File: config.mk
export PLATFORM = sky130hd
export DESIGN_NAME = nes_note_mem
export DESIGN_NICKNAME = d
export VERILOG_FILES = /design/src/hdl/note_event_scheduler_assert.svh /design/src/hdl/nes_pkg.sv /design/src/hdl/nes_note_mem.sv
export SDC_FILE = /design/constraint.sdc
export NUM_CORES = 2
export LEC_CHECK = 0
export BUFFER_PORTS_ARGS = -buffer_cell sky130_fd_sc_hd__buf_2
export CAP_MARGIN = 10
export CELL_PAD_IN_SITES_DETAIL_PLACEMENT = 2
export CELL_PAD_IN_SITES_GLOBAL_PLACEMENT = 2
export CORE_MARGIN = 5
export CORE_UTILIZATION = 45
export DETAILED_ROUTE_END_ITERATION = 16
export GPL_TIMING_DRIVEN = 1
export HOLD_SLACK_MARGIN = 0.03
export PLACE_DENSITY_LB_ADDON = 0.1
export REMOVE_ABC_BUFFERS = 1
export SYNTH_ARGS = -nofsm -noshare
export SYNTH_HDL_FRONTEND = slang
export SYNTH_SLANG_ARGS = --single-unit
File: constraint.sdc
create_clock -name i_clk -period 5.7 [get_ports i_clk]
set_input_delay 0.285 -clock i_clk [delete_from_list [all_inputs] [get_ports i_clk]]
set_output_delay 0.285 -clock i_clk [all_outputs]
set_load 0.01 [all_outputs]
File: src/hdl/note_event_scheduler_assert.svh
// Assertion macros used by the note event scheduler top level.
`ifndef NOTE_EVENT_SCHEDULER_ASSERT_SVH
`define NOTE_EVENT_SCHEDULER_ASSERT_SVH
`ifndef NO_ASSERTIONS
`define NES_ASSERT(label, clk, rstn, prop, msg) \
label: assert property (@(posedge clk) disable iff (!rstn) (prop)) else $error(msg);
`define NES_ASSERT_NEXT(label, clk, rstn, ante, cons, msg) \
label: assert property (@(posedge clk) disable iff (!rstn) (ante) |=> (cons)) else $error(msg);
`else
`define NES_ASSERT(label, clk, rstn, prop, msg)
`define NES_ASSERT_NEXT(label, clk, rstn, ante, cons, msg)
`endif
`endif

File: src/hdl/nes_pkg.sv
// Types and constants of the note event scheduler.
package nes_pkg;
    localparam int MAX_NOTES_DEF  = 32;
    localparam int MAX_EVENTS_DEF = 64;
    localparam int TIME_W         = 48;
    localparam logic [TIME_W-1:0] TIME_MAX = {TIME_W{1'b1}};

    typedef enum logic [1:0] {
        K_ADD    = 2'd0,
        K_REMOVE = 2'd1,
        K_CLEAR  = 2'd2,
        K_COMPILE = 2'd3
    } t_kind;

    typedef struct packed {
        logic [1:0]  kind;
        logic [31:0] start_tick;
        logic [31:0] length_ticks;
        logic [6:0]  pitch;
        logic [15:0] velocity;
        logic [7:0]  track;
        logic [5:0]  note_index;
    } t_in;

    typedef struct packed {
        logic              status;
        logic              has_event;
        logic [TIME_W-1:0] event_time;
        logic              is_note_off;
        logic [6:0]        event_pitch;
        logic [15:0]       event_velocity;
        logic [7:0]        event_track;
        logic              last;
    } t_out;

    typedef struct packed {
        logic [31:0] start_tick;
        logic [31:0] length_ticks;
        logic [6:0]  pitch;
        logic [15:0] velocity;
        logic [7:0]  track;
    } t_note;

    typedef struct packed {
        logic shift;
        logic clear;
    } t_cell_ctl;

    typedef enum logic [3:0] {
        S_IDLE,
        S_ADD,
        S_REM,
        S_REM_WR,
        S_CLR,
        S_CMP_RD,
        S_CMP_ON,
        S_CMP_OFF,
        S_FLUSH,
        S_OUT_RD,
        S_OUT_DAT,
        S_RESP
    } t_state;
endpackage

File: src/hdl/nes_note_mem.sv
// Note table memory: one write port and one registered read port.
module nes_note_mem #(
    parameter int DEPTH = nes_pkg::MAX_NOTES_DEF,
    parameter int AW    = 5
) (
    input  logic           i_clk,
    input  logic           i_we,
    input  logic [AW-1:0]  i_waddr,
    input  nes_pkg::t_note i_wdata,
    input  logic           i_re,
    input  logic [AW-1:0]  i_raddr,
    output nes_pkg::t_note o_rdata
);
    nes_pkg::t_note r_mem [DEPTH];
    nes_pkg::t_note r_rdata;

    always_ff @(posedge i_clk) begin
        if (i_we) begin
            r_mem[i_waddr] <= i_wdata;
        end
        if (i_re) begin
            r_rdata <= r_mem[i_raddr];
        end
    end

    assign o_rdata = r_rdata;
endmodule

==> summary.md <==
| Metric | Value |
|---|---|
| Final min period | around 2500 ps |
| Final ANT Viol Nets | 0 |
| Skew final | 43.0 ps |
| Iteration-0 DRC Markers | 7,587 |
| Net count, final | 6,134 |
| Yosys warnings | 0 |
| First-pass DRT Iterations | 6 |
| Setup slack after layout | between 3000 and 4000 ps |
| Die Area | 273,000 um2 |
| Layout cell share with drive strength beyond 1 | 19.5% |
| Cell variety after synth | 35 |
| Status | completed |
| Gr ovfl total | 0 |
| CP Max Fanout | 85 |
| Resize count post-CTS | 0 |
| Slew Limit Headroom | 22.8% |
| Placed cell areas | 124,000 um2 |
| Dpl ws | 2220 ps |
| Max-Cap Viols | 0 |
| Area leader, netlist | edfxtp_1 |
| GPL Wtd Cong | 0.715 |
| Sw Share | 22.2% |
| PD cells | 369 nW/um2 |
| Max Root-Sink Buffers | 4 |
| Core area | 262,000 um2 |
| Final setup violation count | 0 |
| Cell Area, Synth | ~120,000 um2 |
| CTS tree | yes |
| Tcrit/Tclk final | between 40% and 50% |
| I/O pins | 203 |
| CP max-delay cell | buf_4 |
| Starting Density | 45.1% |
| Adder-cell area share of the yosys netlist | 0% |
| Compound-Gate Fraction of Synth Area | 3.93% |
| Multiplexer share of the synthesized area | between 10% and 20% |
| F_max | around 0.40 GHz |
| First-pass GRT wire length | 549 mm |
| Die width | approximately 520 um |
| Sw Pwr | 11.1 mW |
| Sequential share of the synthesized area | 79.6% |
| Sink Count | 3,135 |
| Area growth, synth to finish | 14.7% |
| Worst vdd ir | ~0.33 mV |
| Cell with the most instances after synthesis | edfxtp_1 |
| HP Class | in2reg |
| Largest net degree at the start of global routing | 112 |
| Synth Area in Simple Gates | 1.47% |
| Clk pin slew, worst setup/hold paths | 60 ps |
| Final wirelength | 391 mm |
| Leak | 44.2 nW |
| PortBufs | 202 |
| Synth top area share | between 70% and 80% |
| Synth area leaders | edfxtp_1, mux4_2, mux2i_1 |
| Cts bufs inserted | 346 |
| RSZ-0062 raised after global routing | false |
| Final hold vios | 0 |
| Row cnt | 188 |
| Async set-or-reset flop fraction in the synthesized netlist | 0% |
| #FFs+latches synth | 3,135 |
| Setup bufs post-CTS | 0 |
| Total track usage | 28.4% |
| Initial antenna violation count | 25 |
| Cts hold-fix bufs | 96 |
| Power share of the clock group | 43.5% |
| Post-synth top cells | edfxtp_1, mux2i_1, a22oi_1 |
| Root Driver | clkbuf_16 |
| TNS Setup | 0 ps |
| CP arrival | between 3000 and 4000 ps |
| Vias per cell | 6.38 |
| Post-Syn Instances | 5,547 |
| WL per Instance | 39.9 um |
| Htree depth | 5 |
| Worst slew pin tran | ~1200 ps |
| WP data required | 6330 ps |
| Endpoint class of the critical path | flip-flop |
| Comb pwr share | 4.8% |
| Hpwl dp | 188 mm |
| Die Height | 523 um |
| Cell-internal power | between 30 and 40 mW |
| Post-Synth XOR/XNOR Area | 0% |
| Largest family of logic cells by synthesized area | multiplexers |
| Crit start category | primary input |
| Post-synth EDFFs | approximately 3,100 |
| Worst-Skew Late Latency | between 900 and 1000 ps |
| Vias | about 62,000 |
| Average size of a mapped cell | 21.3 um2 |
| Slowest Stage Delay on Critical Path | about 800 ps |
| DRC viols | 0 |
| Final Max Slew Viols | 0 |
| Primary FF master, synth | edfxtp_1 |
| Crit-path cells | buf_8, buf_12, buf_4, mux2i_1, a22oi_1, a31oi_1, nand3_1 |
| Final instance area | 136,000 um2 |
| Sequential share of power | 51.8% |
| Vias in the first global route | 67,900 |
| Crit Path Class | in2reg |
[path summary, 6_finish.rpt]
kind                                    start          end  slack [ps]  cells past startpoint
worst max-delay path               i_raddr[2]  o_rdata[17]        3170                      7
worst min-delay path               i_raddr[2]  o_rdata[56]         170                      4
worst max register to register  r_mem[14][14]  o_rdata[14]        3640                      3
worst min register to register  r_mem[20][83]  o_rdata[83]         750                      4
[critical path: cells and delay by family]
family	cells	cell delay, ps
compound gates	2	590
mux	1	290
simple gates	1	120
buf+inv	3	1560
[kinds of logic after synthesis]
kind of cell,count (synthesis)
compound gates,622
buf+inv,311
flops,3135
mux,1140
simple gates,339
[stage by stage]
stage | util, % | hold slack, ps | std cells | power [mW]
2_1_floorplan | - | 384 | 5237 | 27.3
3_3_place_gp | 47.4 | 696 | 9097 | 28.5
3_5_place_dp | 47.4 | 703 | 9097 | 28.7
4_1_cts | 51.8 | 128 | 9791 | 50.3
5_1_grt | 51.8 | 163 | 9795 | 51.6
6_report | 51.8 | 175 | 9797 | 50.0
[final cells by class]
cell class,count,area [um2]
Clock buffer,436,9020
Clock inverter,162,1460
Tap cell,3515,4400
Antenna cell,6,15.0
Timing Repair Buffer,441,3740
Multi-Input combinational cell,2101,23000
Inverter,1,3.75
Sequential cell,3135,94100
Fill cell,22600,126000
[placed cells by master (no fill, tap or decap), drive strengths merged, types with 8 or more instances in the layout]
cell type    count
edfxtp        3135
mux2i          758
a22oi          501
clkbuf         436
mux4           381
buf            345
nand3          190
clkinv         123
dlygate4sd3     96
a22o            52
a31oi           52
nor2            47
nand4           43
bufinv          27
nand2           16
nor2b           15
and2            10
a21oi            9
inv              8
[layer usage]
| metal | vias to the layer above | track usage (%) | part of all wire (%) |
|---|---|---|---|
| met3 | 598 | 4.15 | 6.0 |
| li1 | 24300 | - | - |
| met2 | 2812 | 47.1 | 50 |
| met1 | 34800 | 39.9 | 42 |
| met4 | 6 | 7.78 | 2.5 |
| met5 | - | 0 | 0.010 |
[registers in the layout, summed over array words and instances, names as in the netlist]
name     count
o_rdata     95
r_mem     3040
[power by group through the flow]
| stage | registers [mW] | logic (mW) | clock network, mW |
|---|---|---|---|
| 2_1_floorplan | 26.3 | 0.925 | 0 |
| 3_3_place_gp | 26.3 | 2.18 | 0 |
| 3_5_place_dp | 26.4 | 2.30 | 0 |
| 4_1_cts | 25.9 | 2.40 | 22.0 |
| 5_1_grt | 25.9 | 2.50 | 23.2 |
| 6_report | 25.9 | 2.39 | 21.7 |
Note: power is estimated with default switching activity, not from simulation.
