## src/hdl/note_event_scheduler_assert.svh

```systemverilog
// Assertion macros used by the note event scheduler top level.
`ifndef NOTE_EVENT_SCHEDULER_ASSERT_SVH
`define NOTE_EVENT_SCHEDULER_ASSERT_SVH
`ifndef NO_ASSERTIONS
`define NES_ASSERT(label, clk, rstn, prop, msg) \
label: assert property (@(posedge clk) disable iff (!rstn) (prop)) else $error(msg);
`define NES_ASSERT_NEXT(label, clk, rstn, ante, cons, msg) \
label: assert property (@(posedge clk) disable iff (!rstn) (ante) |=> (cons)) else $error(msg);
`else
`define NES_ASSERT(label, clk, rstn, prop, msg)
`define NES_ASSERT_NEXT(label, clk, rstn, ante, cons, msg)
`endif
`endif

```

## src/hdl/nes_pkg.sv

```systemverilog
// Types and constants of the note event scheduler.
package nes_pkg;
    localparam int MAX_NOTES_DEF  = 32;
    localparam int MAX_EVENTS_DEF = 64;
    localparam int TIME_W         = 48;
    localparam logic [TIME_W-1:0] TIME_MAX = {TIME_W{1'b1}};

    typedef enum logic [1:0] {
        K_ADD    = 2'd0,
        K_REMOVE = 2'd1,
        K_CLEAR  = 2'd2,
        K_COMPILE = 2'd3
    } t_kind;

    typedef struct packed {
        logic [1:0]  kind;
        logic [31:0] start_tick;
        logic [31:0] length_ticks;
        logic [6:0]  pitch;
        logic [15:0] velocity;
        logic [7:0]  track;
        logic [5:0]  note_index;
    } t_in;

    typedef struct packed {
        logic              status;
        logic              has_event;
        logic [TIME_W-1:0] event_time;
        logic              is_note_off;
        logic [6:0]        event_pitch;
        logic [15:0]       event_velocity;
        logic [7:0]        event_track;
        logic              last;
    } t_out;

    typedef struct packed {
        logic [31:0] start_tick;
        logic [31:0] length_ticks;
        logic [6:0]  pitch;
        logic [15:0] velocity;
        logic [7:0]  track;
    } t_note;

    typedef struct packed {
        logic shift;
        logic clear;
    } t_cell_ctl;

    typedef enum logic [3:0] {
        S_IDLE,
        S_ADD,
        S_REM,
        S_REM_WR,
        S_CLR,
        S_CMP_RD,
        S_CMP_ON,
        S_CMP_OFF,
        S_FLUSH,
        S_OUT_RD,
        S_OUT_DAT,
        S_RESP
    } t_state;
endpackage

```

## src/hdl/nes_conv.sv

```systemverilog
// Tick to sample conversion: two multiplies, then round, add and saturate.
module nes_conv #(
    parameter int TAG_W = 6
) (
    input  logic                       i_clk,
    input  logic                       i_rst_n,
    input  logic                       i_valid,
    input  logic [32:0]                i_tick,
    input  logic [TAG_W-1:0]           i_tag,
    input  logic [31:0]                i_spt,
    output logic                       o_valid,
    output logic [nes_pkg::TIME_W-1:0] o_key,
    output logic [TAG_W-1:0]           o_tag
);
    logic                       r_v1, r_v2;
    logic [48:0]                r_phi, r_plo;
    logic [TAG_W-1:0]           r_tag1, r_tag2;
    logic [nes_pkg::TIME_W-1:0] r_key;
    logic [49:0]                w_sum;

    assign w_sum = 50'(r_phi) + ((50'(r_plo) + 50'h8000) >> 16);

    always_ff @(posedge i_clk) begin
        if (!i_rst_n) begin
            r_v1 <= 1'b0;
            r_v2 <= 1'b0;
        end else begin
            r_v1 <= i_valid;
            r_v2 <= r_v1;
        end
    end

    always_ff @(posedge i_clk) begin
        r_phi  <= 49'(i_tick) * 49'(i_spt[31:16]);
        r_plo  <= 49'(i_tick) * 49'(i_spt[15:0]);
        r_tag1 <= i_tag;
        r_tag2 <= r_tag1;
        r_key  <= (w_sum > 50'(nes_pkg::TIME_MAX)) ? nes_pkg::TIME_MAX
                                                    : w_sum[nes_pkg::TIME_W-1:0];
    end

    assign o_valid = r_v2;
    assign o_key   = r_key;
    assign o_tag   = r_tag2;
endmodule

```

## config.mk

```make
export PLATFORM = sky130hd
export DESIGN_NAME = nes_conv
export DESIGN_NICKNAME = d
export VERILOG_FILES = /design/src/hdl/note_event_scheduler_assert.svh /design/src/hdl/nes_pkg.sv /design/src/hdl/nes_conv.sv
export SDC_FILE = /design/constraint.sdc
export NUM_CORES = 2
export LEC_CHECK = 0
export ABC_AREA = 1
export BUFFER_PORTS_ARGS = -buffer_cell sky130_fd_sc_hd__buf_2
export CAP_MARGIN = 40
export CORE_MARGIN = 1.5
export CORE_UTILIZATION = 65
export CTS_CLUSTER_DIAMETER = 80
export CTS_CLUSTER_SIZE = 8
export DETAILED_ROUTE_END_ITERATION = 16
export GPL_TIMING_DRIVEN = 1
export PLACE_DENSITY = 0.83
export SLEW_MARGIN = 20
export SYNTH_ARGS = -nofsm -noshare
export SYNTH_HDL_FRONTEND = slang
export SYNTH_SLANG_ARGS = --single-unit
```

## constraint.sdc

```tcl
create_clock -name i_clk -period 10.4 [get_ports i_clk]
set_input_delay 2.08 -clock i_clk [delete_from_list [all_inputs] [get_ports i_clk]]
set_output_delay 2.08 -clock i_clk [all_outputs]
set_load 0.005 [all_outputs]
```

==> flow_summary.rst <==
.. list-table::
   :header-rows: 1

   * - Metric
     - Value
   * - Class of the tightest hold or removal check
     - flip-flop to flip-flop
   * - Starting utilization of the core area
     - 65.8%
   * - Number of antenna violations at the first check in global routing
     - 3
   * - Count of state elements after synthesis
     - 145
   * - Post-Synthesis Cell Area
     - 41500 um^2
   * - GRT Total Usage
     - 37.8%
   * - Cts repair resizes
     - 0
   * - Clock Skew
     - 0.0102 ns
   * - Path type of the worst setup path
     - input port to flip-flop
   * - Cell chain of the critical path
     - buf_2, nand2_1, fa_1, fa_1, fa_1, inv_1, fa_1, fa_1, inv_1, fa_1, inv_1, ha_1, nand2_1, nor2_1, nand4_1, o211ai_1, a21oi_1, nor2_1, nor2_1, xnor2_1
   * - Fraction of layout instances using a drive strength above 1
     - 3.92%
   * - Sink count of the clock tree
     - 145
   * - CTS max path bufs
     - 2
   * - HPWL after detailed placement
     - 94300 um
   * - Avg Cell Area, Syn
     - 7.50 um^2
   * - Startpoint type of the worst setup path
     - input port
   * - Number of buffers and inverters on the critical path
     - 4
   * - Longest individual stage delay on the worst path
     - 0.71 ns
   * - Sum of overflow across all layers after global routing
     - 0
   * - Min-Delay Path Depth
     - 0
   * - Levels on crit path
     - 20
   * - Final Critical Period
     - 7.95 ns
   * - DRT iter0 DRCs
     - 3153
   * - Count of pins on the block boundary
     - 129
   * - Cell taking the most area after synthesis
     - sky130_fd_sc_hd__fa_1
   * - First-pass GRT wire length
     - 194000 um
   * - Final setup violation count
     - 0
   * - Horizontal die dimension
     - 256 um
   * - Required arrival time at the worst endpoint
     - 10.74 ns
   * - Share of the yosys chip area belonging to registers
     - 7.00%
   * - Routed via count divided by cell count
     - 5.59
   * - Yosys top cell area share
     - 41.7%
   * - Pins Over Slew Limit
     - 0
   * - Post-CTS Setup Bufs
     - 0
   * - Clock input transition at the sequential cells of the worst setup and hold paths
     - 0.06 ns
   * - Synth unique cells
     - 45
   * - Remaining design rule violation count
     - 0
   * - Largest cells by area after synthesis
     - sky130_fd_sc_hd__fa_1, sky130_fd_sc_hd__inv_1, sky130_fd_sc_hd__nand2_1, sky130_fd_sc_hd__ha_1, sky130_fd_sc_hd__dfxtp_1
   * - Clock root buffer
     - sky130_fd_sc_hd__clkbuf_16
   * - CTS tree
     - yes
   * - Layout Nets
     - 6679
   * - Vias in the first global route
     - 38100
   * - Syn nets
     - 6746
   * - GP Congestion
     - 1.05
   * - Arrival time reported for the critical path endpoint
     - 8.29 ns
   * - Number of input and output port buffers inserted
     - 128
   * - Largest net degree at the start of global routing
     - 49
   * - Hold-fix buffers at CTS
     - 0
   * - Most used cell, CP
     - sky130_fd_sc_hd__fa_1
   * - Maximum net fanout on the critical path
     - 32
   * - Row cnt
     - 92
   * - Depth of the CTS H-tree
     - 4
   * - Routed wire length
     - 120000 um
   * - Setup TNS
     - 0 ns
   * - Worst path top cell family by delay
     - adder cells
   * - Die height
     - 256 um
   * - Setup repair after global routing missed its margin
     - no
   * - Via total after detailed routing
     - 35400
   * - Synthesized instance count
     - 5534
   * - Number of buffers inserted during clock tree synthesis
     - 17
   * - Number of cells on the worst reg-to-reg path
     - 21
   * - Max Freq
     - 126 MHz
   * - Commonest cells in the synthesized netlist
     - sky130_fd_sc_hd__inv_1, sky130_fd_sc_hd__nand2_1, sky130_fd_sc_hd__fa_1
   * - Antenna violation net count after detailed routing
     - 0
   * - Wire length per cell
     - 18.9 um
   * - Sort of element at the end of the critical path
     - flip-flop
   * - Number of search-and-repair iterations in the first detailed-routing pass
     - 9
   * - Number of enable flip-flop cells after synthesis
     - 0
   * - Final count of hold timing violations
     - 0
   * - Worst setup margin
     - 2.45 ns
   * - Fin crit share
     - 76.5%
   * - Pre-CTS setup slack
     - 2.17 ns
   * - Clock insertion delay at the later pin of the skew report
     - 0.44 ns
   * - FFs w/ async S/R, synth
     - 0%
   * - Most common cell in the netlist
     - sky130_fd_sc_hd__inv_1
   * - Yosys warnings
     - 0
   * - Master of the slowest instance on the critical path
     - sky130_fd_sc_hd__buf_2
   * - Floorplan core area
     - 63100 um^2
   * - # Max-Cap Violations
     - 0
   * - Top flip-flop cell by instance count after synthesis
     - sky130_fd_sc_hd__dfxtp_1
   * - Outcome
     - finished, final reports clean
   * - Die outline area
     - 65300 um^2
   * - Headroom to the max-slew limit
     - 36.5%
   * - Synth-to-Final Area Change
     - 4.16%
   * - Worst slew pin tran
     - 0.952 ns
## metrics by stage
step	cell area [um^2]	cells	hold slack (ns)	util [%]
final	43200	6328	0.325	68.5
after floorplan	41500	5534	0.310	-
after global placement	42300	6285	0.310	67.1
after CTS	43000	6316	0.325	68.1
after global routing	43200	6325	0.335	68.5
after detailed placement	42300	6285	0.312	67.1
## flip-flops by register name, indices dropped and copies added (netlist names)
signal	flops
r_plo	34
o_tag	6
r_tag1	6
r_v1	1
o_valid	1
r_phi	49
o_key	48
## layer usage
layer,share of wire [%],vias up,wire length [um],track usage (%)
li1,-,15700,-,-
met1,36,17200,43200,45.0
met2,49,1947,58400,65.5
met3,9.0,486,10800,5.61
met4,6.2,2,7370,21.7
met5,0.011,-,13,0
## path summary, 6_finish.rpt
| path | start | endpoint | slack [ns] |
|---|---|---|---|
| min reg2reg | r_tag1[3] | o_tag[3] | 0.32 |
| max | i_tick[11] | r_phi[21] | 2.45 |
| min | r_tag1[3] | o_tag[3] | 0.32 |
| max reg2reg | r_plo[15] | o_key[5] | 5.85 |
## kinds of logic after synthesis
logic type,synth area share [%]
buffers and inverters,16.2
DFF,7.00
xor gates and xnor gates,3.12
adders and majority gates,50.0
and+or+nand+nor,18.5
AOI/OAI and AO/OA,5.17
## cells in the final DEF (no fill, tap or decap), drive strengths merged, types with 3 or more instances in the layout
| cell type | n |
|---|---|
| o21a | 13 |
| o21ai | 114 |
| clkbuf | 17 |
| nor2 | 257 |
| clkinv | 8 |
| ha | 274 |
| fa | 864 |
| nand3 | 99 |
| nor4 | 16 |
| a21boi | 5 |
| bufinv | 5 |
| a21oi | 182 |
| inv | 1551 |
| xnor2 | 55 |
| nand4 | 30 |
| o211ai | 4 |
| nand2 | 1491 |
| nor3 | 35 |
| diode | 3 |
| a31oi | 16 |
| buf | 145 |
| o21bai | 19 |
| nand3b | 3 |
| dfxtp | 145 |
| xor2 | 93 |
| a21o | 26 |
| and3 | 6 |
## worst register-to-register path: stages, from the launching register on
cell,delay [ns]
sky130_fd_sc_hd__dfxtp_1,0.38
sky130_fd_sc_hd__ha_1,0.20
sky130_fd_sc_hd__nand3_1,0.13
sky130_fd_sc_hd__nor2_1,0.16
sky130_fd_sc_hd__nand2_1,0.08
sky130_fd_sc_hd__nor2_1,0.22
sky130_fd_sc_hd__nand4_1,0.20
sky130_fd_sc_hd__nor3_2,0.25
sky130_fd_sc_hd__nand4_1,0.14
sky130_fd_sc_hd__xnor2_1,0.54
sky130_fd_sc_hd__ha_1,0.42
sky130_fd_sc_hd__a21oi_1,0.21
sky130_fd_sc_hd__o21ai_0,0.20
sky130_fd_sc_hd__a21oi_1,0.16
sky130_fd_sc_hd__o21ai_1,0.10
sky130_fd_sc_hd__nand2_1,0.09
sky130_fd_sc_hd__nand3_1,0.07
sky130_fd_sc_hd__nand2_1,0.07
sky130_fd_sc_hd__nand2_2,0.06
sky130_fd_sc_hd__nor2_4,0.07
sky130_fd_sc_hd__buf_4,0.47
sky130_fd_sc_hd__nand2_1,0.18
## cell type report
class	instances	area (um^2)
clock inverter	14	214
clock buffer	17	425
fill	5251	19900
tap	846	1060
antenna	3	7.51
sequential	145	2900
inverter	1550	5820
multi-input combinational	3608	31900
timing repair buffer	145	933
Power is left out: the tool's default activity adds up to more than one toggle a clock period on the data nets, which glitch-free logic cannot reach.
