### src/hdl/note_event_scheduler_assert.svh
// Assertion macros used by the note event scheduler top level.
`ifndef NOTE_EVENT_SCHEDULER_ASSERT_SVH
`define NOTE_EVENT_SCHEDULER_ASSERT_SVH
`ifndef NO_ASSERTIONS
`define NES_ASSERT(label, clk, rstn, prop, msg) \
label: assert property (@(posedge clk) disable iff (!rstn) (prop)) else $error(msg);
`define NES_ASSERT_NEXT(label, clk, rstn, ante, cons, msg) \
label: assert property (@(posedge clk) disable iff (!rstn) (ante) |=> (cons)) else $error(msg);
`else
`define NES_ASSERT(label, clk, rstn, prop, msg)
`define NES_ASSERT_NEXT(label, clk, rstn, ante, cons, msg)
`endif
`endif

### src/hdl/nes_pkg.sv
// Types and constants of the note event scheduler.
package nes_pkg;
    localparam int MAX_NOTES_DEF  = 32;
    localparam int MAX_EVENTS_DEF = 64;
    localparam int TIME_W         = 48;
    localparam logic [TIME_W-1:0] TIME_MAX = {TIME_W{1'b1}};

    typedef enum logic [1:0] {
        K_ADD    = 2'd0,
        K_REMOVE = 2'd1,
        K_CLEAR  = 2'd2,
        K_COMPILE = 2'd3
    } t_kind;

    typedef struct packed {
        logic [1:0]  kind;
        logic [31:0] start_tick;
        logic [31:0] length_ticks;
        logic [6:0]  pitch;
        logic [15:0] velocity;
        logic [7:0]  track;
        logic [5:0]  note_index;
    } t_in;

    typedef struct packed {
        logic              status;
        logic              has_event;
        logic [TIME_W-1:0] event_time;
        logic              is_note_off;
        logic [6:0]        event_pitch;
        logic [15:0]       event_velocity;
        logic [7:0]        event_track;
        logic              last;
    } t_out;

    typedef struct packed {
        logic [31:0] start_tick;
        logic [31:0] length_ticks;
        logic [6:0]  pitch;
        logic [15:0] velocity;
        logic [7:0]  track;
    } t_note;

    typedef struct packed {
        logic shift;
        logic clear;
    } t_cell_ctl;

    typedef enum logic [3:0] {
        S_IDLE,
        S_ADD,
        S_REM,
        S_REM_WR,
        S_CLR,
        S_CMP_RD,
        S_CMP_ON,
        S_CMP_OFF,
        S_FLUSH,
        S_OUT_RD,
        S_OUT_DAT,
        S_RESP
    } t_state;
endpackage

### src/hdl/nes_cell.sv
// One cell of the sorting chain: keeps the earlier event, passes the later one on.
module nes_cell #(
    parameter int TAG_W = 6
) (
    input  logic                       i_clk,
    input  logic                       i_rst_n,
    input  nes_pkg::t_cell_ctl         i_ctl,
    input  logic                       i_in_v,
    input  logic [nes_pkg::TIME_W-1:0] i_in_key,
    input  logic [TAG_W-1:0]           i_in_tag,
    input  logic                       i_next_v,
    input  logic [nes_pkg::TIME_W-1:0] i_next_key,
    input  logic [TAG_W-1:0]           i_next_tag,
    output logic                       o_held_v,
    output logic [nes_pkg::TIME_W-1:0] o_held_key,
    output logic [TAG_W-1:0]           o_held_tag,
    output logic                       o_pass_v,
    output logic [nes_pkg::TIME_W-1:0] o_pass_key,
    output logic [TAG_W-1:0]           o_pass_tag
);
    logic                       r_hv, r_pv;
    logic [nes_pkg::TIME_W-1:0] r_hkey, r_pkey;
    logic [TAG_W-1:0]           r_htag, r_ptag;
    logic                       w_first;

    // The incoming event goes first when it is earlier, or a note-off tied with a note-on.
    // Between tied events of the same type the lower tag, which was generated first, wins,
    // so an event pushed down the chain keeps its place ahead of later ties.
    assign w_first = !r_hv || (i_in_key < r_hkey) ||
                     ((i_in_key == r_hkey) && i_in_tag[0] && !r_htag[0]) ||
                     ((i_in_key == r_hkey) && (i_in_tag[0] == r_htag[0]) &&
                      (i_in_tag < r_htag));

    always_ff @(posedge i_clk) begin
        if (!i_rst_n || i_ctl.clear) begin
            r_hv <= 1'b0;
            r_pv <= 1'b0;
        end else if (i_ctl.shift) begin
            r_hv <= i_next_v;
            r_pv <= 1'b0;
        end else if (i_in_v) begin
            r_hv <= 1'b1;
            r_pv <= r_hv || !w_first;
        end else begin
            r_pv <= 1'b0;
        end
    end

    always_ff @(posedge i_clk) begin
        if (i_ctl.shift) begin
            r_hkey <= i_next_key;
            r_htag <= i_next_tag;
        end else if (i_in_v && w_first) begin
            r_hkey <= i_in_key;
            r_htag <= i_in_tag;
            r_pkey <= r_hkey;
            r_ptag <= r_htag;
        end else begin
            r_pkey <= i_in_key;
            r_ptag <= i_in_tag;
        end
    end

    assign o_held_v   = r_hv;
    assign o_held_key = r_hkey;
    assign o_held_tag = r_htag;
    assign o_pass_v   = r_pv;
    assign o_pass_key = r_pkey;
    assign o_pass_tag = r_ptag;
endmodule

### config.mk
export PLATFORM = sky130hd
export DESIGN_NAME = nes_cell
export DESIGN_NICKNAME = d
export VERILOG_FILES = /design/src/hdl/note_event_scheduler_assert.svh /design/src/hdl/nes_pkg.sv /design/src/hdl/nes_cell.sv
export SDC_FILE = /design/constraint.sdc
export NUM_CORES = 1
export LEC_CHECK = 0
export ABC_CLOCK_PERIOD_IN_PS = 11800
export BUFFER_PORTS_ARGS = -buffer_cell sky130_fd_sc_hd__buf_2
export CORE_MARGIN = 1
export CORE_UTILIZATION = 54
export CTS_CLUSTER_SIZE = 16
export DETAILED_ROUTE_END_ITERATION = 8
export GPL_TIMING_DRIVEN = 0
export PLACE_DENSITY = 0.9
export SLEW_MARGIN = 20
export SYNTH_ARGS = -nofsm -noshare
export SYNTH_HDL_FRONTEND = slang
export SYNTH_SLANG_ARGS = --single-unit
export TNS_END_PERCENT = 30
### constraint.sdc
create_clock -name i_clk -period 11.8 [get_ports i_clk]
set_input_delay 1.18 -clock i_clk [delete_from_list [all_inputs] [get_ports i_clk]]
set_output_delay 1.18 -clock i_clk [all_outputs]
set_load 0.01 [all_outputs]
==> impl_table.tex, run 1 <==
\begin{tabular}{lr}
\hline
Metric & Value \\
\hline
\multicolumn{2}{l}{\textbf{Outcome}} \\
Run status & finished, final reports clean \\
\multicolumn{2}{l}{\textbf{Timing}} \\
Headroom to the max-slew limit & 0.478 \\
Worst slew pin tran & 0.783 ns \\
Count of pins over their slew limit & 0 \\
Crit path time final & 3.79 ns \\
Part of the cycle the worst path needs & 0.321 \\
Final count of negative-setup-slack endpoints & 0 \\
Setup slack after layout & 8.01 ns \\
Worst-case hold slack & slightly below 0.5 ns \\
Unrepaired setup endpoints after global routing & false \\
Largest clock skew in the final design & 0.0166 ns \\
Final-layout setup total negative slack & 0 ns \\
Highest clock frequency the design can meet & 0.264 GHz \\
Total count of hold-check failures in the final report & 0 \\
\multicolumn{2}{l}{\textbf{Placed design}} \\
Placer's final routability congestion estimate & between 0.8 and 0.9 \\
Worst setup timing slack at the placement stage & 7.54 ns \\
Placed standard-cell area & 7310 µm² \\
IO buf count & between 200 and 250 \\
Half-perimeter wire length after placement & around 11000 µm \\
Number of placed instances, taps included & around 800 \\
\multicolumn{2}{l}{\textbf{Power and ir drop}} \\
Peak VDD IR & 0.0764 mV \\
Leakage power figure & 3.43 nW \\
Total Power & 982 µW \\
Power per cell area & $\sim$130 nW/µm² \\
\multicolumn{2}{l}{\textbf{Synth}} \\
Mean cell area of the mapped netlist & around 14 µm² \\
Synth warn & 0 \\
Number of distinct library cells after synthesis & 34 \\
Synth async-reset ratio & 0 \\
Yosys top cell by area & edfxtp\_1 \\
Library cell with the highest instance count after synthesis & edfxtp\_1 \\
Synth Instances & 434 \\
Synth top cells by count & 108 x edfxtp\_1, 57 x mux2\_2, 56 x inv\_1, 54 x ha\_1, 49 x mux2\_1 \\
Area share of the leading cell type in the synthesized netlist & 0.541 \\
Sequential cell area fraction in the yosys report & 0.548 \\
Post-Syn Area & 5990 µm² \\
Flops \& latches, synth & 110 \\
Number of enable flip-flop cells after synthesis & 108 \\
Biggest area contributors in the synthesized netlist & edfxtp\_1 54\%, ha\_1 11\%, mux2\_2 11\% \\
Top FF cell, synth & edfxtp\_1 \\
Net count after synthesis & roughly 600 \\
\multicolumn{2}{l}{\textbf{Clock tree}} \\
Clk slew on worst S/H paths & 0.11 ns \\
Buffer depth of the longest clock path & 2 \\
TritonCTS clock tree & built \\
Num CTS Buffers & 9 \\
Number of buffers inserted for hold repair after clock tree synthesis & 0 \\
H-Tree Level Count & 3 \\
Total clock sinks & 110 \\
Clk Tree Root Cell & clkbuf\_8 \\
Worst-Skew Late Latency & 0.38 ns \\
Post-CTS Setup Repair Bufs & 0 \\
Post-CTS Resized & 0 \\
\multicolumn{2}{l}{\textbf{Setup path}} \\
Critical Path AT & 3.86 ns \\
Nature of the critical path endpoint & flip-flop \\
Crit path max fanout & 56 \\
Required arrival time at the worst endpoint & between 10 and 15 ns \\
Worst setup SP type & input port \\
Type of the worst setup path & input port to flip-flop \\
\multicolumn{2}{l}{\textbf{Drt}} \\
\# DRC & 0 \\
Detailed Route Iter0 Violations & 181 \\
Post-route ant nets & 0 \\
Via density per instance & 5.55 \\
Number of search-and-repair iterations in the first detailed-routing pass & 4 \\
Aggregate routed wire length & around 15000 µm \\
Routed wire length per instance & 18.0 µm \\
Total number of vias & between 4k and 5k \\
\multicolumn{2}{l}{\textbf{Floorplan}} \\
Height of the die & around 110 µm \\
Effective utilization at floorplan & 0.553 \\
IO Count & 224 \\
Floorplan Core Area & 10800 µm² \\
Placement row count & 38 \\
Die area & 11500 µm² \\
Die Width & between 100 and 150 µm \\
\multicolumn{2}{l}{\textbf{Layout}} \\
Diodes inserted & 0 \\
Storage element area & 3280 µm² \\
Growth of design area from synthesis to finish & 25.7\% \\
End-of-flow core utilization & 0.695 \\
Ratio of cells with drive above 1 in the final layout & 0.456 \\
Multi-input gate area & 2430 µm² \\
Cell area after layout & about 7500 µm² \\
Cell Count, Final, Fillers Out & about 800 \\
Number of nets in the layout & roughly 840 \\
Fillers & roughly 760 \\
\multicolumn{2}{l}{\textbf{Global route}} \\
Number of antenna violations at the first check in global routing & 0 \\
Global-route congestion overflow total & 0 \\
Number of global-route vias before repair & 4656 \\
Pin count of the biggest net entering global routing & 57 \\
First-pass GRT wire length & roughly 22000 µm \\
Tot GR Track Use & 0.258 \\
\multicolumn{2}{l}{\textbf{Flow run}} \\
MaxCap Viol Count & 0 \\
\multicolumn{2}{l}{\textbf{Min path}} \\
Hold Path Class & flip-flop to flip-flop \\
\hline
\end{tabular}
[report_power, final]
part | internal [mW] | switching (mW)
logic | 0.103 | 0.119
registers | 0.480 | 0.0200
clock network | 0.122 | 0.138
total | 0.705 | 0.276
[worst max-delay path, stage by stage]
cell and delay (ns):
clkbuf_1 0.31, buf_1 0.53, clkbuf_1 0.59, inv_4 0.47, nand2_4 0.49, buf_12 0.26
[cell families after synthesis]
group,synth area share
flops,0.548
mux,0.199
buf+inv,0.0488
fa+ha+maj,0.113
simple gates,0.0440
compound gates,0.0476
[layout by cell type, fill, tap and decap left out, types with 5 or more instances in the layout]
| cell type | Yosys | final |
|---|---|---|
| mux2_1 | 49 | 49 |
| nand4_1 | 9 | 9 |
| ha_1 | 54 | 54 |
| nand2_1 | 17 | 16 |
| buf_6 | 5 | 5 |
| buf_2 | 0 | 222 |
| edfxtp_1 | 108 | 108 |
| nor3_1 | 6 | 6 |
| mux2_2 | 57 | 57 |
| nand3_1 | 5 | 5 |
| clkbuf_8 | 0 | 9 |
| inv_1 | 56 | 55 |
| o21ai_0 | 9 | 9 |
| nor2_1 | 7 | 7 |
| a21oi_1 | 20 | 20 |
[cell type report]
type	instances	share of cell area
Tap cell	140	0.0232
Sequential cell	110	0.436
Multi-Input combinational cell	256	0.322
Clock buffer	9	0.0164
Timing Repair Buffer	223	0.150
Buffer	12	0.0110
Clock inverter	7	0.0136
Inverter	56	0.0282
[metal layers]
layer / global-route usage / up-vias / part of all wire
met4: 0.117 / 0 / 0.027
li1: - / 2098 / -
met3: 0.0430 / 34 / 0.062
met1: 0.289 / 2164 / 0.38
met5: 0 / - / 0
met2: 0.476 / 213 / 0.53
[flip-flops by register name (all words and copies together) (netlist names)]
signal and count:
o_pass_v 1, o_held_v 1, o_pass_key 48, o_pass_tag 6, o_held_key 48, o_held_tag 6
[path summary, 6_finish.rpt]
kind              slack (ns)                startpoint                       to  cells past startpoint
setup reg to reg        8.48  o_held_key[17]$_DFFE_PP_  o_held_tag[5]$_DFFE_PP_                     11
setup / recovery        8.01                  i_ctl[1]  o_held_tag[5]$_DFFE_PP_                      6
hold reg to reg         0.50     o_held_v$_SDFFE_PP0P_      o_pass_v$_SDFF_PP0_                      2
hold / removal          0.50     o_held_v$_SDFFE_PP0P_      o_pass_v$_SDFF_PP0_                      2
(Power assumes the default switching activity.)
==> inputs of run 2 (changes only) <==
--- a/config.mk
+++ b/config.mk
@@ -5,14 +5,15 @@
 export SDC_FILE = /design/constraint.sdc
 export NUM_CORES = 1
 export LEC_CHECK = 0
-export ABC_CLOCK_PERIOD_IN_PS = 11800
+export ABC_AREA = 1
+export ABC_CLOCK_PERIOD_IN_PS = 3600
 export BUFFER_PORTS_ARGS = -buffer_cell sky130_fd_sc_hd__buf_2
 export CORE_MARGIN = 1
-export CORE_UTILIZATION = 54
+export CORE_UTILIZATION = 51
 export CTS_CLUSTER_SIZE = 16
 export DETAILED_ROUTE_END_ITERATION = 8
 export GPL_TIMING_DRIVEN = 0
-export PLACE_DENSITY = 0.9
+export PLACE_DENSITY = 0.85
 export SLEW_MARGIN = 20
 export SYNTH_ARGS = -nofsm -noshare
 export SYNTH_HDL_FRONTEND = slang
==> constraint.sdc (replaced) <==
create_clock -name i_clk -period 3.6 [get_ports i_clk]
set_input_delay 0.36 -clock i_clk [delete_from_list [all_inputs] [get_ports i_clk]]
set_output_delay 0.36 -clock i_clk [all_outputs]
set_load 0.01 [all_outputs]
==> impl_table.tex, run 2 <==
\begin{tabular}{lr}
\hline
Metric & Value \\
\hline
\multicolumn{2}{l}{\textbf{Flow run}} \\
MaxCap Viol Count & 0 (unchanged) \\
\multicolumn{2}{l}{\textbf{Drt}} \\
Aggregate routed wire length & 16400 µm (+12\%) \\
Via density per instance & 4.92 (-11\%) \\
Total number of vias & 5575 (+24\%) \\
Post-route ant nets & 0 (unchanged) \\
Detailed Route Iter0 Violations & 390 (+120\%) \\
\# DRC & 0 (unchanged) \\
Number of search-and-repair iterations in the first detailed-routing pass & 5 (+1) \\
Routed wire length per instance & 14.4 µm (-20\%) \\
\multicolumn{2}{l}{\textbf{Placed design}} \\
Half-perimeter wire length after placement & 12100 µm (+9.0\%) \\
Placed standard-cell area & 7710 µm² (+5.4\%) \\
IO buf count & 223 (+0.45\%) \\
Number of placed instances, taps included & 1117 (+40\%) \\
Worst setup timing slack at the placement stage & 0.672 ns (-6.87 ns) \\
Placer's final routability congestion estimate & 0.816 (+1.6\%) \\
\multicolumn{2}{l}{\textbf{Clock tree}} \\
Clk Tree Root Cell & clkbuf\_16 \\
Post-CTS Resized & 0 (unchanged) \\
Num CTS Buffers & 9 (unchanged) \\
Buffer depth of the longest clock path & 2 (unchanged) \\
Total clock sinks & 110 (unchanged) \\
Post-CTS Setup Repair Bufs & 0 (unchanged) \\
Number of buffers inserted for hold repair after clock tree synthesis & 0 (unchanged) \\
H-Tree Level Count & 3 (unchanged) \\
Clk slew on worst S/H paths & 0.07 ns (-0.04 ns) \\
Worst-Skew Late Latency & 0.35 ns (-0.03 ns) \\
TritonCTS clock tree & built \\
\multicolumn{2}{l}{\textbf{Layout}} \\
Cell area after layout & 8010 µm² (+6.3\%) \\
Most common cell after layout, fill and taps aside & nand2\_1 \\
Number of nets in the layout & 1128 (+35\%) \\
Ratio of cells with drive above 1 in the final layout & 0.277 (-0.179) \\
Growth of design area from synthesis to finish & 26.7\% \\
Highest-count cells in the layout ignoring fill and taps & 329 x nand2\_1, 228 x buf\_2, 108 x edfxtp\_1, 78 x inv\_1, 57 x nand3\_1 \\
Diodes inserted & 0 (unchanged) \\
Cell Count, Final, Fillers Out & 1133 (+39\%) \\
\multicolumn{2}{l}{\textbf{Timing}} \\
Count of pins over their slew limit & 0 (unchanged) \\
Final count of negative-setup-slack endpoints & 0 (unchanged) \\
Part of the cycle the worst path needs & 0.785 \\
Total count of hold-check failures in the final report & 0 (unchanged) \\
Worst slew pin tran & 0.633 ns (-0.150 ns) \\
Largest clock skew in the final design & 0.00814 ns (-0.00841 ns) \\
Setup slack after layout & 0.775 ns (-7.24 ns) \\
Crit path time final & about 2.8 ns \\
Final-layout setup total negative slack & 0 ns (unchanged) \\
Highest clock frequency the design can meet & 0.354 GHz \\
Unrepaired setup endpoints after global routing & false \\
Headroom to the max-slew limit & 0.578 (+0.100) \\
\multicolumn{2}{l}{\textbf{Synth}} \\
Synth Instances & 724 (+67\%) \\
Synth top cells by count & 330 x nand2\_1, 108 x edfxtp\_1, 78 x inv\_1, 57 x nand3\_1, 54 x ha\_1 \\
Synth async-reset ratio & 0 (unchanged) \\
Net count after synthesis & 892 (+48\%) \\
Area share of the leading cell type in the synthesized netlist & 0.513 (-0.0280) \\
Top FF cell, synth & edfxtp\_1 \\
Flops \& latches, synth & 110 (unchanged) \\
Post-Syn Area & 6320 µm² (+5.4\%) \\
Biggest area contributors in the synthesized netlist & edfxtp\_1 51\%, nand2\_1 20\%, ha\_1 11\% \\
Yosys top cell by area & edfxtp\_1 \\
Number of enable flip-flop cells after synthesis & 108 (unchanged) \\
Sequential cell area fraction in the yosys report & 0.519 (-0.0283) \\
Number of distinct library cells after synthesis & 25 (-26\%) \\
Library cell with the highest instance count after synthesis & nand2\_1 \\
Synth warn & 0 (unchanged) \\
Mean cell area of the mapped netlist & 8.73 µm² (-37\%) \\
\multicolumn{2}{l}{\textbf{Global route}} \\
Pin count of the biggest net entering global routing & 50 (-12\%) \\
Number of antenna violations at the first check in global routing & 0 (unchanged) \\
Tot GR Track Use & 0.259 (+0.00167) \\
Number of global-route vias before repair & 5265 (+13\%) \\
Global-route congestion overflow total & 0 (unchanged) \\
First-pass GRT wire length & 25500 µm (+14\%) \\
\multicolumn{2}{l}{\textbf{Outcome}} \\
Run status & finished, final reports clean \\
\multicolumn{2}{l}{\textbf{Power and ir drop}} \\
Proportion of power drawn by flip-flops and latches & 0.481 (-0.029) \\
Peak VDD IR & 0.306 mV (+300\%) \\
Leakage power figure & 4.25 nW (+24\%) \\
Net switching power & 911 µW (+230\%) \\
Total Power & 3.34 mW (+240\%) \\
Proportion of power drawn by the clock network & 0.312 (+0.047) \\
Power per cell area & 417 nW/µm² (+220\%) \\
Switching share of power & 0.273 (-0.00880) \\
Power share of the combinational group & 0.207 (-0.018) \\
Internal Pwr Total & 2.43 mW (+240\%) \\
\multicolumn{2}{l}{\textbf{Setup path}} \\
Crit path max fanout & 49 (-13\%) \\
Worst setup SP type & flip-flop \\
Type of the worst setup path & flip-flop to flip-flop \\
Nature of the critical path endpoint & flip-flop \\
Critical Path AT & 2.85 ns (-1.01 ns) \\
Required arrival time at the worst endpoint & 3.63 ns (-8.25 ns) \\
\multicolumn{2}{l}{\textbf{Floorplan}} \\
Floorplan Core Area & 12100 µm² (+11\%) \\
IO Count & 224 (unchanged) \\
Effective utilization at floorplan & 0.524 (-0.0289) \\
Height of the die & 113 µm (+5.6\%) \\
Die Width & 113 µm (+5.6\%) \\
Placement row count & 40 (+5.3\%) \\
Die area & 12800 µm² (+11\%) \\
\multicolumn{2}{l}{\textbf{Min path}} \\
Hold Path Class & input port to flip-flop \\
\hline
\end{tabular}
[run 2: changes by cell type in the layout (fill, tap and decap cells not counted), sizes merged, moves of 3 or more]
cell    previous run  this run
nand3              5        59
nor2b              3         0
buf              231       240
nor2               7        18
clkbuf            13        23
o21ai              9         6
nor3               6         1
clkinv             1         4
nand4              9         3
mux2             106         0
inv               59        78
nand2             17       341
[run 2: cells by family after synthesis]
logic type | after synthesis | synth area share
simple gates | 424 | 0.277
flops | 110 | 0.519
buf+inv | 106 | 0.0722
fa+ha+maj | 54 | 0.107
compound gates | 30 | 0.0249
[run 2: path summary, 6_finish.rpt]
| kind | start | to | slack [ns] | depth (start not counted) |
|---|---|---|---|---|
| worst max-delay path | o_held_key[31]$_DFFE_PP_ | o_held_key[11]$_DFFE_PP_ | 0.78 | 14 |
| worst min-delay path | i_next_key[25] | o_held_key[25]$_DFFE_PP_ | 0.28 | 3 |
| worst max register to register | o_held_key[31]$_DFFE_PP_ | o_held_key[11]$_DFFE_PP_ | 0.78 | 14 |
| worst min register to register | o_held_v$_SDFFE_PP0P_ | o_pass_v$_SDFF_PP0_ | 0.48 | 2 |
[run 2: layout make-up]
| cell class | instances | area (µm²) |
|---|---|---|
| buffer | 28 | 168 |
| clock buffer | 10 | 229 |
| clock inverter | 6 | 76.3 |
| fill | 989 | 4050 |
| inverter | 78 | 293 |
| multi-input combinational | 508 | 2590 |
| sequential | 110 | 3280 |
| tap | 168 | 210 |
| timing repair buffer | 225 | 1160 |
[run 2: critical path: stages, from the launching register on]
cell	delay [ns]
edfxtp_1	0.39
inv_1	0.06
ha_1	0.28
nand2_1	0.06
nor2_1	0.15
nand2_1	0.11
nor2_1	0.18
nand3_1	0.13
nor2_1	0.12
nor2_1	0.08
nand3_4	0.17
nand2_8	0.14
buf_6	0.19
nand2_4	0.13
buf_16	0.29
[run 2: per-layer routing]
layer,routed length (µm),GRT usage,share of wire
met4,271,0.0868,0.017
met3,1140,0.0514,0.070
met2,8170,0.459,0.50
met1,6770,0.316,0.41
met5,0,0,0
[run 2: metrics by stage]
step                hold slack [ns]   util
floorplan                     0.503      -
global placement              0.471  0.634
detailed placement            0.471  0.639
CTS                           0.267  0.664
global route                  0.276  0.664
finish                        0.277  0.664
[run 2: power by group through the flow]
stage / sequential [mW] / clock [mW] / combinational [mW]
final: 1.61 / 1.04 / 0.693
after global routing: 1.62 / 1.11 / 0.785
after CTS: 1.61 / 1.06 / 0.698
after detailed placement: 1.63 / 0 / 0.694
after global placement: 1.63 / 0 / 0.664
after floorplan: 1.69 / 0 / 0.338
==> inputs of run 3 (changes only) <==
--- a/config.mk
+++ b/config.mk
@@ -6,7 +6,7 @@
 export NUM_CORES = 1
 export LEC_CHECK = 0
 export ABC_AREA = 1
-export ABC_CLOCK_PERIOD_IN_PS = 3600
+export ABC_CLOCK_PERIOD_IN_PS = 2700
 export BUFFER_PORTS_ARGS = -buffer_cell sky130_fd_sc_hd__buf_2
 export CORE_MARGIN = 1
 export CORE_UTILIZATION = 51
==> constraint.sdc (replaced) <==
create_clock -name i_clk -period 2.7 [get_ports i_clk]
set_input_delay 0.27 -clock i_clk [delete_from_list [all_inputs] [get_ports i_clk]]
set_output_delay 0.27 -clock i_clk [all_outputs]
set_load 0.01 [all_outputs]
==> impl_table.tex, run 3 (same netlist as run 2, synthesis figures left out) <==
\begin{tabular}{lr}
\hline
Metric & Value \\
\hline
\multicolumn{2}{l}{\textbf{Floorplan}} \\
Die area & 12800 µm² (unchanged) \\
Die Width & 113 µm (unchanged) \\
Effective utilization at floorplan & 0.524 (unchanged) \\
Floorplan Core Area & 12100 µm² (unchanged) \\
Height of the die & 113 µm (unchanged) \\
IO Count & 224 (unchanged) \\
Placement row count & 40 (unchanged) \\
\multicolumn{2}{l}{\textbf{Min path}} \\
Start point of the worst min-delay path & i\_next\_key[43] \\
Hold Path Class & input port to flip-flop \\
\multicolumn{2}{l}{\textbf{Placed design}} \\
Placer's final routability congestion estimate & 0.809 (-0.78\%) \\
Number of placed instances, taps included & 1116 (-0.090\%) \\
IO buf count & 223 (unchanged) \\
Half-perimeter wire length after placement & 12200 µm (+0.51\%) \\
\multicolumn{2}{l}{\textbf{Layout}} \\
Most common cell after layout, fill and taps aside & nand2\_1 \\
Growth of design area from synthesis to finish & 27.8\% \\
Number of nets in the layout & 1131 (+0.27\%) \\
Ratio of cells with drive above 1 in the final layout & 0.281 (+0.00460) \\
Diodes inserted & 0 (unchanged) \\
Cell Count, Final, Fillers Out & 1135 (+0.18\%) \\
Highest-count cells in the layout ignoring fill and taps & 329 x nand2\_1, 228 x buf\_2, 108 x edfxtp\_1, 78 x inv\_1, 57 x nand3\_1 \\
\multicolumn{2}{l}{\textbf{Drt}} \\
Detailed Route Iter0 Violations & 332 (-15\%) \\
Via density per instance & 5.02 (+2.0\%) \\
Aggregate routed wire length & 16900 µm (+3.3\%) \\
Number of search-and-repair iterations in the first detailed-routing pass & 5 (unchanged) \\
Uppermost signal routing layer after detailed routing & met4 \\
Amount of wire on met3 after detailed routing & 1240 µm (+8.5\%) \\
\# DRC & 0 (unchanged) \\
Met2 Routed Length & 8470 µm (+3.6\%) \\
Met1 Routed Length & 6860 µm (+1.3\%) \\
Total number of vias & 5694 (+2.1\%) \\
Post-route ant nets & 0 (unchanged) \\
Routed wire length per instance & 14.9 µm (+3.1\%) \\
\multicolumn{2}{l}{\textbf{Clock tree}} \\
Worst-Skew Late Latency & 0.35 ns (about the same) \\
Number of buffers inserted for hold repair after clock tree synthesis & 0 (unchanged) \\
Num CTS Buffers & 9 (unchanged) \\
Clk Tree Root Cell & clkbuf\_16 \\
H-Tree Level Count & 3 (unchanged) \\
Total clock sinks & 110 (unchanged) \\
Buffer depth of the longest clock path & 2 (unchanged) \\
Clk slew on worst S/H paths & 0.07 ns (about the same) \\
TritonCTS clock tree & built \\
\multicolumn{2}{l}{\textbf{Setup path}} \\
Cells traversed along the worst timing path & inv\_1 -> ha\_1 -> nand2\_1 -> nor2\_1 -> nand2\_1 -> nor2\_2 -> nand3\_1 -> nor2\_2 -> nand2\_2 -> nand3\_4 -> nand2\_8 -> buf\_12 -> nand2\_8 \\
Type of the worst setup path & flip-flop to flip-flop \\
Critical path's slowest cell & edfxtp\_1 \\
Nature of the critical path endpoint & flip-flop \\
Worst setup SP type & flip-flop \\
Required arrival time at the worst endpoint & 2.75 ns (-0.88 ns) \\
Reg-to-reg startpoint & o\_held\_key[27]\$\_DFFE\_PP\_ \\
Critical Path AT & 2.49 ns (-0.36 ns) \\
Crit path max fanout & 14 (-71\%) \\
Worst path max stage delay & 0.39 ns (about the same) \\
CP startpoint & o\_held\_key[27]\$\_DFFE\_PP\_ \\
\multicolumn{2}{l}{\textbf{Power and ir drop}} \\
Power per cell area & 549 nW/µm² (+32\%) \\
Peak VDD IR & 0.288 mV (-5.7\%) \\
Total Power & 4.44 mW (+33\%) \\
Leakage power figure & 4.26 nW (+0.14\%) \\
\multicolumn{2}{l}{\textbf{Timing}} \\
Highest clock frequency the design can meet & 0.408 GHz (+15\%) \\
Headroom to the max-slew limit & 0.605 (+0.0270) \\
Worst-case hold slack & 0.187 ns (-0.0902 ns) \\
Final count of negative-setup-slack endpoints & 0 (unchanged) \\
Final-layout setup total negative slack & 0 ns (unchanged) \\
Part of the cycle the worst path needs & 0.907 (+0.122) \\
Largest clock skew in the final design & 0.00758 ns (-0.000561 ns) \\
Total count of hold-check failures in the final report & 0 (unchanged) \\
Unrepaired setup endpoints after global routing & false \\
Worst slew pin tran & 0.592 ns (-0.0405 ns) \\
Count of pins over their slew limit & 0 (unchanged) \\
Crit path time final & 2.45 ns (-0.377 ns) \\
\multicolumn{2}{l}{\textbf{Global route}} \\
Tot GR Track Use & 0.265 (+0.00515) \\
First-pass GRT wire length & 26000 µm (+1.8\%) \\
Number of global-route vias before repair & 5456 (+3.6\%) \\
Global-route congestion overflow total & 0 (unchanged) \\
Pin count of the biggest net entering global routing & 40 (-20\%) \\
Number of antenna violations at the first check in global routing & 0 (unchanged) \\
\multicolumn{2}{l}{\textbf{Flow run}} \\
MaxCap Viol Count & 0 (unchanged) \\
\multicolumn{2}{l}{\textbf{Outcome}} \\
Run status & finished, final reports clean \\
\hline
\end{tabular}
==> run 3: changes by cell type in the layout (fill, tap and decap cells not counted), moves of 2 or more <==
cell	previous run	this run
nand2_8	1	5
clkinv_1	3	0
buf_12	1	3
clkbuf_1	13	15
clkbuf_8	0	2
nor2_1	14	12
nor2_2	4	6
==> run 3: layer usage <==
layer  up-vias  track usage
met5         -            0
met4         0       0.0965
met3        23       0.0520
met2       238        0.463
met1      2610        0.324
li1       2823            -
==> run 3: cell type report <==
cell class	instances	area [µm²]
repair buffers	225	1160
inverters	78	293
plain buffers	28	176
clock buffers	14	264
clock inverters	1	30.0
multi-input cells	511	2660
flip-flops and latches	110	3280
fillers	1022	3990
well taps	168	210
==> run 3: through the flow <==
step | setup WS (ns) | util | cell area (µm²)
after floorplan | 0.152 | - | 6330
after global placement | -0.385 | 0.635 | 7660
after detailed placement | -0.397 | 0.637 | 7680
after CTS | -0.00491 | 0.663 | 8000
after global routing | 0.0427 | 0.670 | 8080
final | 0.252 | 0.670 | 8080
==> run 3: power breakdown <==
part | switching (mW) | internal (mW)
clock | 0.584 | 0.768
combinational | 0.566 | 0.379
sequential | 0.0754 | 2.06
==> run 3: path summary, 6_finish.rpt <==
kind / endpoint / slack, ns / cells after the start
setup reg to reg: o_held_key[20]$_DFFE_PP_ / 0.25 / 13
setup / recovery: o_held_key[20]$_DFFE_PP_ / 0.25 / 13
hold reg to reg: o_pass_v$_SDFF_PP0_ / 0.49 / 2
hold / removal: o_held_key[43]$_DFFE_PP_ / 0.19 / 3
==> run 3: repair_timing <==
action / CTS / global route
gates cloned: 1 / 2
buffers inserted: 0 / 1
pin swaps: 1 / 3
resized for setup: 2 / 6
endpoints found under the setup margin: 54 / 57
==> run 3: critical path, delay by kind of cell (launching register included) <==
family,cells,cell delay (ns)
DFF,1,0.39
and+or+nand+nor,10,1.18
buffers and inverters,2,0.26
adders and majority gates,1,0.32
